`src/rtl/core/ost_pkg.sv`:
```
// ----------------------------------------------------------------------------
// ost_pkg
// Types, codes and helpers shared by the order state table blocks.
// ----------------------------------------------------------------------------
package ost_pkg;

    localparam logic [1:0] OP_NEW    = 2'd0;
    localparam logic [1:0] OP_CANCEL = 2'd1;
    localparam logic [1:0] OP_MODIFY = 2'd2;
    localparam logic [1:0] OP_FILL   = 2'd3;

    localparam logic [2:0] KIND_NEW_ACK    = 3'd0;
    localparam logic [2:0] KIND_CANCEL_ACK = 3'd1;
    localparam logic [2:0] KIND_MODIFY_ACK = 3'd2;
    localparam logic [2:0] KIND_REJECT     = 3'd3;
    localparam logic [2:0] KIND_FILL       = 3'd4;
    localparam logic [2:0] KIND_FILL_DROP  = 3'd5;

    localparam logic [2:0] RSN_DUPLICATE  = 3'd0;
    localparam logic [2:0] RSN_UNKNOWN    = 3'd1;
    localparam logic [2:0] RSN_INSTRUMENT = 3'd2;
    localparam logic [2:0] RSN_SIDE       = 3'd3;
    localparam logic [2:0] RSN_PRICE      = 3'd4;
    localparam logic [2:0] RSN_QUANTITY   = 3'd5;
    localparam logic [2:0] RSN_TERMINAL   = 3'd6;
    localparam logic [2:0] RSN_FULL       = 3'd7;

    localparam logic [2:0] ST_ACCEPTED  = 3'd0;
    localparam logic [2:0] ST_PARTIAL   = 3'd1;
    localparam logic [2:0] ST_FILLED    = 3'd2;
    localparam logic [2:0] ST_CANCELLED = 3'd3;
    localparam logic [2:0] ST_REJECTED  = 3'd4;

    localparam logic [1:0]  SIDE_BID     = 2'd1;
    localparam logic [1:0]  SIDE_ASK     = 2'd2;
    localparam logic [31:0] PRICE_UNDEF  = 32'h8000_0000;

    typedef struct packed {
        logic [1:0]  op;
        logic [2:0]  eng;
        logic [31:0] oid;
        logic [15:0] inst;
        logic [1:0]  side;
        logic [31:0] price;
        logic [31:0] size;
        logic [63:0] ts;
        logic        fill_live;
        logic        bad_inst;
        logic        bad_side;
        logic        bad_price;
        logic        zero_size;
    } t_cmd;

    typedef struct packed {
        logic [15:0] inst;
        logic [1:0]  side;
        logic [31:0] price;
        logic [31:0] orig;
        logic [31:0] rem;
        logic [2:0]  status;
        logic [63:0] ts;
    } t_entry;

    typedef struct packed {
        logic [2:0]  kind;
        logic [2:0]  reason;
        logic [2:0]  status;
        logic [2:0]  eng;
        logic [31:0] oid;
        logic [15:0] inst;
        logic [1:0]  side;
        logic [31:0] price;
        logic [31:0] orig;
        logic [31:0] rem;
        logic [31:0] fprice;
        logic [31:0] fsize;
    } t_rsp;

    function automatic logic is_terminal(input logic [2:0] st);
        return (st == ST_FILLED) || (st == ST_CANCELLED) || (st == ST_REJECTED);
    endfunction

endpackage

```
`src/rtl/core/ost_if.sv`:
```
// ----------------------------------------------------------------------------
// ost_if
// Request, response and configuration channels of the order state table.
// ----------------------------------------------------------------------------
interface ost_req_if;
    logic               valid;
    logic               ready;
    logic [1:0]         operation;
    logic [2:0]         engine_id;
    logic [31:0]        order_ref;
    logic [15:0]        instr_code;
    logic [1:0]         side;
    logic signed [31:0] price;
    logic [31:0]        size;
    logic [63:0]        timestamp;

    modport source (output valid, operation, engine_id, order_ref, instr_code, side,
                    price, size, timestamp, input ready);
    modport sink   (input valid, operation, engine_id, order_ref, instr_code, side,
                    price, size, timestamp, output ready);
endinterface


```
`src/rtl/core/ost_front.sv`:
```
// ----------------------------------------------------------------------------
// ost_front
// Request intake: drop non-fill requests of disabled engines, precheck fields, queue commands.
// ----------------------------------------------------------------------------
module ost_front #(
    parameter int ENGINE_COUNT = 8
) (
    ost_req_if.sink      i_req,
    input  logic [7:0]   i_engine_enabled,
    input  logic         i_full,
    output logic         o_push,
    output ost_pkg::t_cmd o_cmd
);
    import ost_pkg::*;

    logic enabled;

    assign enabled = ({29'd0, i_req.engine_id} < 32'(ENGINE_COUNT))
                     && i_engine_enabled[i_req.engine_id];

    assign i_req.ready = !i_full;
    assign o_push      = i_req.valid && !i_full && (i_req.operation == OP_FILL || enabled);

    always_comb begin
        o_cmd.op        = i_req.operation;
        o_cmd.eng       = i_req.engine_id;
        o_cmd.oid       = i_req.order_ref;
        o_cmd.inst      = i_req.instr_code;
        o_cmd.side      = i_req.side;
        o_cmd.price     = i_req.price;
        o_cmd.size      = i_req.size;
        o_cmd.ts        = i_req.timestamp;
        o_cmd.fill_live = enabled && (i_req.size != 32'd0);
        o_cmd.bad_inst  = (i_req.instr_code == 16'd0);
        o_cmd.bad_side  = !(i_req.side == SIDE_BID || i_req.side == SIDE_ASK);
        o_cmd.bad_price = (i_req.price == PRICE_UNDEF);
        o_cmd.zero_size = (i_req.size == 32'd0);
    end

endmodule

```
`src/flat_wrapper.sv`:
```
// flat-port wrapper written by rule: the top's interface ports become plain ports
module ost_front_flat import ost_pkg::*;
#(
    parameter int ENGINE_COUNT = 8
)
  (i_engine_enabled, i_full, o_push, o_cmd, i_req_valid, i_req_operation, i_req_engine_id, i_req_order_ref, i_req_instr_code, i_req_side, i_req_price, i_req_size, i_req_timestamp, i_req_ready);
  ost_req_if i_req_i ();
  input  logic [7:0] i_engine_enabled;
  input  logic i_full;
  output logic o_push;
  output ost_pkg::t_cmd o_cmd;
  input wire logic [$bits(i_req_i.valid)-1:0] i_req_valid;
  input wire logic [$bits(i_req_i.operation)-1:0] i_req_operation;
  input wire logic [$bits(i_req_i.engine_id)-1:0] i_req_engine_id;
  input wire logic [$bits(i_req_i.order_ref)-1:0] i_req_order_ref;
  input wire logic [$bits(i_req_i.instr_code)-1:0] i_req_instr_code;
  input wire logic [$bits(i_req_i.side)-1:0] i_req_side;
  input wire logic [$bits(i_req_i.price)-1:0] i_req_price;
  input wire logic [$bits(i_req_i.size)-1:0] i_req_size;
  input wire logic [$bits(i_req_i.timestamp)-1:0] i_req_timestamp;
  output wire logic [$bits(i_req_i.ready)-1:0] i_req_ready;
  assign i_req_i.valid = i_req_valid;
  assign i_req_i.operation = i_req_operation;
  assign i_req_i.engine_id = i_req_engine_id;
  assign i_req_i.order_ref = i_req_order_ref;
  assign i_req_i.instr_code = i_req_instr_code;
  assign i_req_i.side = i_req_side;
  assign i_req_i.price = i_req_price;
  assign i_req_i.size = i_req_size;
  assign i_req_i.timestamp = i_req_timestamp;
  assign i_req_ready = i_req_i.ready;
  ost_front #(.ENGINE_COUNT(ENGINE_COUNT)) u_core (.i_req(i_req_i), .i_engine_enabled(i_engine_enabled), .i_full(i_full), .o_push(o_push), .o_cmd(o_cmd));
endmodule
```
`config.mk`:
```
export PLATFORM = sky130hd
export DESIGN_NAME = ost_front_flat
export DESIGN_NICKNAME = d
export VERILOG_FILES = /design/src/rtl/core/ost_pkg.sv /design/src/rtl/core/ost_if.sv /design/src/rtl/core/ost_front.sv /design/src/flat_wrapper.sv
export SDC_FILE = /design/constraint.sdc
export NUM_CORES = 1
export LEC_CHECK = 0
export ABC_AREA = 1
export BUFFER_PORTS_ARGS = -buffer_cell sky130_fd_sc_hd__buf_2
export CAP_MARGIN = 20
export CORE_AREA = 5 5 147 149
export DETAILED_ROUTE_END_ITERATION = 8
export DIE_AREA = 0 0 152 154
export GPL_ROUTABILITY_DRIVEN = 0
export SLEW_MARGIN = 20
export SYNTH_ARGS = -nofsm -noshare
export SYNTH_HDL_FRONTEND = slang
export SYNTH_SLANG_ARGS = --single-unit
```
`constraint.sdc`:
```
create_clock -name vclk -period 0.8
set_input_delay 0.12 -clock vclk [all_inputs]
set_output_delay 0.12 -clock vclk [all_outputs]
set_load 0.02 [all_outputs]
```
After elaboration in Yosys (flattened, before gate mapping)
Index checks and enable logic that the tools add are counted.
Word-level totals
  register bits: 0
  output and inout port bits: 190
Cells by class
  magnitude comparators: 1
  equality and inequality tests: 4
  multiplexer cells: 2
  reductions and logical operators: 10
Operators with widths (count)
  $eq A32 B32 Y1 const B: 1
  $logic_not A32 Y1: 1
  $reduce_bool A32 Y1: 1
  $logic_not A16 Y1: 1
  $eq A2 B2 Y1 const B: 2
  $lt A3 B4 Y1 const B: 1
  $bmux W1 S3: 1
  $logic_and A1 B1 Y1: 3
  $eq A2 B1 Y1 const B: 1
  $logic_not A1 Y1: 2
  $logic_or A1 B1 Y1: 2
  $mux W1: 1

Logic depth before layout (Yosys ltp)
Gate-level depths: netlist of the first run.
  word-level depth: 4
  depth in mapped cells: 6

Worst setup path after synthesis of the first run
OpenSTA, ideal clock, no wires.
  path type: in2out
  from: input i_req_size[31]
  to: output o_cmd[4] (netlist name)
  data arrival time: 915 ps
  path slack: -235 ps
  stages on the path: 6
  buffers on the path: 0
  cell sequence: nor2_1 -> nand2_1 -> nor2_1 -> nand2_1 -> nor2_1 -> nor2_1
RTL lines
  start: declaration: line flat_wrapper.sv:19  | input wire logic [$bits(i_req_i.size)-1:0] i_req_size;
  end: declaration: line flat_wrapper.sv:11  | output ost_pkg::t_cmd o_cmd;

==> results of run 1 <==
[final cells by class]
class / instances / share of cell area (%)
inverter: 13 / 2.31
multi-input combinational: 78 / 26.0
timing repair buffer: 210 / 57.2
tap: 270 / 14.5
[power by group]
group	leakage [uW]	internal [uW]	total, uW	switching (uW)
registers	0	0	0	0
clock network	0	0	0	0
logic	0.00114	576	1300	719
[stage by stage]
step	utilization (%)	cell area (um^2)	cells	hold WS (ns)
after floorplan	-	1800	274	0.324
after global placement	9.27	1860	570	0.240
after detailed placement	9.27	1860	570	0.240
after CTS	10.6	2130	571	0.240
after global routing	11.6	2330	571	0.240
final	11.6	2330	571	0.240
[logic make-up (layout without fill, tap and decap cells)]
| family | after synthesis | after routing | share of synthesized area (%) |
|---|---|---|---|
| buffers and inverters | 196 | 223 | 80.3 |
| AND/OR/NAND/NOR | 76 | 76 | 18.7 |
| AO/OA/AOI/OAI | 1 | 1 | 0.494 |
| XOR/XNOR | 1 | 1 | 0.494 |
[path summary, 6_finish.rpt]
path	start	end	slack [ns]	cells past startpoint
max	i_req_price[4]	o_cmd[1]	-0.26	6
min	i_req_order_ref[3]	o_cmd[154]	0.24	0
[cell usage in the layout, fill, tap and decap left out]
master,count
buf_4,20
buf_12,1
buf_6,28
inv_2,1
xnor2_1,1
nand2_2,12
nor3_1,1
inv_6,1
inv_1,11
nor2_1,13
nand3_2,6
nand4_1,1
nand3b_1,1
buf_2,157
nand2_4,1
nor2_2,10
nand3_4,1
nor4_2,2
buf_8,4
nor2_4,10
a21oi_2,1
nor4_4,5
nand2_1,13
[layer usage]
metal | up-vias | wire, um
li1 | 711 | -
met1 | 666 | 1540
met2 | 250 | 4780
met3 | 32 | 2060
met4 | 2 | 226
met5 | - | 13
[what timing repair did]
| action | 4_1_cts | 5_1_grt |
|---|---|---|
| endpoints found under the setup margin | 5 | 5 |
| gates cloned | 0 | 0 |
| setup buffers | 1 | 0 |
| hold buffers | 0 | 0 |
| pin swaps | 23 | 31 |
| resized for setup | 64 | 46 |
==> qor.txt, run 1 <==
Count of cell types in the netlist: 14
Pwr Density: 557 mW/mm^2
Vias per inst: 2.91
Largest net degree at the start of global routing: 7
Layout cell share with drive strength beyond 1: 86.4%
CP max stage delay: 0.24 ns
Layout fillers: 2311
Worst EP required: 0.68 ns
Max Clk Rate: 0.942 GHz
Die H: 154 um
ANT nets after route: 0
Drt wl/cell: 15.1 um
Area contributors post-synth: buf_4, nor2_1, nand2_1, inv_1, nor4_1
Dominant cell type by area after synthesis: buf_4
# diodes: 0
Initial Util: 8.84%
Slew headroom: 85.5%
Slew @ Worst Pin: 0.216 ns
Final Hold Vio Count: 0
Static leakage: 0.00114 uW
RSZ-0062 raised after global routing: true
Post-synthesis sequential area ratio: 0%
Die span in x: 152 um
Die footprint: 0.0234 mm^2
CP startpoint kind: input pin
Syn Inst Count: 274
Pre-CTS setup slack: -0.504 ns
Violated checks: setup timing
Max IR drop VDD: 0.136 mV
Routed WL: 8.63 mm
DRC errors left: 0
Worst Path Max Fanout: 2
Syn Nets: 467
Commonest cells in the netlist: buf_4, nor2_1, nand2_1
Met2 Resource Use GR: 13.9%
Final setup viols: 5
Nets: 496
Final worst-path setup slack: -0.262 ns
Layout clock buffer count: 0
Avg Inst Size Synth: 6.47 um^2
CP delay by family, top: simple AND/OR/NAND/NOR gates
Initial DRC count: 40
Gr usage total: 6.49%
Grt met1 use: 3.18%
Met3 GRT Util: 6.32%
Synth warn: 0
FFs & Latches: 0
CP Cell Sequence: buf_6 > nor2_2 > nand4_1 > nand3b_1 > nor2_4 > buf_6
Cell repeated most along the worst path: buf_6
WS Path Type: in -> out
Most used routing layer: met2
Row count: 52
Area taken by multi-input logic gates: 604 um^2
First-pass GRT wire length: 11.5 mm
Vias: 1661
Critical path arrival: 0.94 ns
Part of the cycle the worst path needs: 133%
Synth Cell Area: 0.00177 mm^2
Worst hold path class: in -> out
Pre-Repair DR Iteration Count: 2
DP HPWL: 7.93 mm
Area Growth Syn to Fin: 31.4%
Critical Path Sink Type: primary output
Max cap viols: 0
Setup TNS: -0.946 ns
Area share of the largest cell type after synthesis: 77.5%
Tot Pwr: 1300 uW
Sequential cell area: 0 um^2
Buffers on Ports: 191
Max-slew violations: 0
Initial antenna violation count: 1
Outcome: complete, but fails checks
Vias in the first global route: 1798
GRT overflow: 0
Most frequent cell after synthesis: buf_4
Slowest CP cell: nand3b_1
Placeable Area: 0.0200 mm^2
Final min period: 1.06 ns
Buf+Inv Stages, Crit Path: 2
Io pins: 383
Note: power is estimated with default switching activity, not from simulation.
==> run 2, diff against run 1 <==
==> constraint.sdc (replaced) <==
create_clock -name vclk -period 0.8
set_input_delay 0.12 -clock vclk [all_inputs]
set_output_delay 0.12 -clock vclk [all_outputs]
set_load 0.1 [all_outputs]
==> run 2 against run 1 <==
Compared with the run above: the run still ends with setup timing left; total power grew to 3.1 times the previous value; die area stayed put; final cell count is 12% higher; fmax is 7.4% lower; critical path depth is 2 higher; final area is 81% higher; via count is 7.8% higher; worst setup slack worse by 0.085 ns; hold slack hardly changed.
==> qor.txt, run 2 (synthesis gave the netlist of run 1 again) <==
Min-Delay Path Depth: 0
Nets: 564
Layout fillers: 2212
Pwr Density: 952 mW/mm^2
Worst Min Path Start: i_req_timestamp[28]
First-pass GRT wire length: 12.2 mm
CP Cell Sequence: buf_2 > nor2_1 > nand2_1 > nor2_2 > nand2_2 > nor2_4 > buf_6 > buf_12
Max IR drop VDD: 0.346 mV
CP startpoint kind: input pin
Die H: 154 um
GRT overflow: 0
Tot Pwr: 4010 uW
Gr usage total: 6.59%
Pre-CTS setup slack: -0.516 ns
Row count: 52
Worst EP required: 0.68 ns
Largest net degree at the start of global routing: 7
Vias per inst: 2.80
RSZ-0062 raised after global routing: true
Sequential cell area: 0 um^2
Initial Util: 8.84%
Violated checks: setup timing
Placeable Area: 0.0200 mm^2
Static leakage: 0.00196 uW
Die span in x: 152 um
Final min period: 1.15 ns
Buffers on Ports: 191
Critical path arrival: 1.03 ns
Initial DRC count: 29
Vias in the first global route: 1974
Final setup viols: 5
Slew @ Worst Pin: 0.233 ns
Layout clock buffer count: 0
Drt wl/cell: 13.6 um
Routed WL: 8.68 mm
FFs & Latches: 0
Slew headroom: 84.3%
Final Hold Vio Count: 0
Part of the cycle the worst path needs: 143%
Die footprint: 0.0234 mm^2
Worst hold path endpoint: o_cmd[33]
Initial antenna violation count: 0
Critical Path Sink Type: primary output
DP HPWL: 7.99 mm
Final worst-path setup slack: -0.347 ns
Worst Path Max Fanout: 2
Layout cell share with drive strength beyond 1: 87.8%
WS Path Type: in -> out
Area Growth Syn to Fin: 138%
Area taken by multi-input logic gates: 606 um^2
Hold_buf cts: 0
Outcome: complete, but fails checks
Max-slew violations: 0
Max Clk Rate: 0.872 GHz
Pre-Repair DR Iteration Count: 3
CP max stage delay: 0.16 ns
Vias: 1790
Worst hold path class: in -> out
Io pins: 383
ANT nets after route: 0
Most common cell after layout, fill and taps aside: buf_12
# diodes: 0
Max cap viols: 0
DRC errors left: 0
Most frequent cells in the layout: buf_12, buf_4, buf_2, nor2_1, buf_6
Slowest CP cell: buf_12
run 2: cell type report:
class	count	area share, %
inverter	13	1.43
multi-input combinational	78	14.4
tap	270	8.03
timing repair buffer	278	76.2
run 2: layer usage:
metal	share of wire (%)	vias to the layer above	GRT usage [%]
met4	2.7	2	1.76
met1	34	758	7.34
li1	-	849	-
met3	13	36	4.22
met5	0.50	-	1.24
met2	49	145	10.4
run 2: what timing repair did:
action	CTS	global route
resized for setup	67	18
endpoints found under the setup margin	5	6
pin swaps	27	22
setup buffers	3	2
run 2: stage by stage:
step / cells / utilization [%] / TNS, ns / hold slack [ns] / instance area, um^2
finish: 639 / 21.0 / -1.47 / 0.240 / 4210
floorplan: 274 / - / -1.89 / 0.419 / 1920
global route: 639 / 21.0 / -1.75 / 0.240 / 4210
global placement: 635 / 19.3 / -2.19 / 0.241 / 3860
detailed placement: 635 / 19.3 / -2.19 / 0.241 / 3860
CTS: 638 / 20.7 / -1.60 / 0.241 / 4140
run 2: worst max-delay path by stage:
stage / from / end / depth (start not counted)
6_report: i_req_size[6] / o_cmd[0] / 8
2_1_floorplan: i_req_size[1] / o_cmd[4] / 6
5_1_grt: i_req_size[13] / o_cmd[0] / 8
3_3_place_gp: i_req_size[20] / o_cmd[4] / 8
3_5_place_dp: i_req_size[20] / o_cmd[4] / 8
4_1_cts: i_req_size[20] / o_cmd[0] / 8
run 2: worst max-delay path: cells and delay by family:
kind / cells / cell delay [ns]
buffers and inverters: 3 / 0.39
and+or+nand+nor: 5 / 0.50
run 2: power breakdown:
group          switching, uW  internal (uW)
Sequential                 0              0
Combinational           2440           1560
Clock                      0              0
Total                   2440           1560
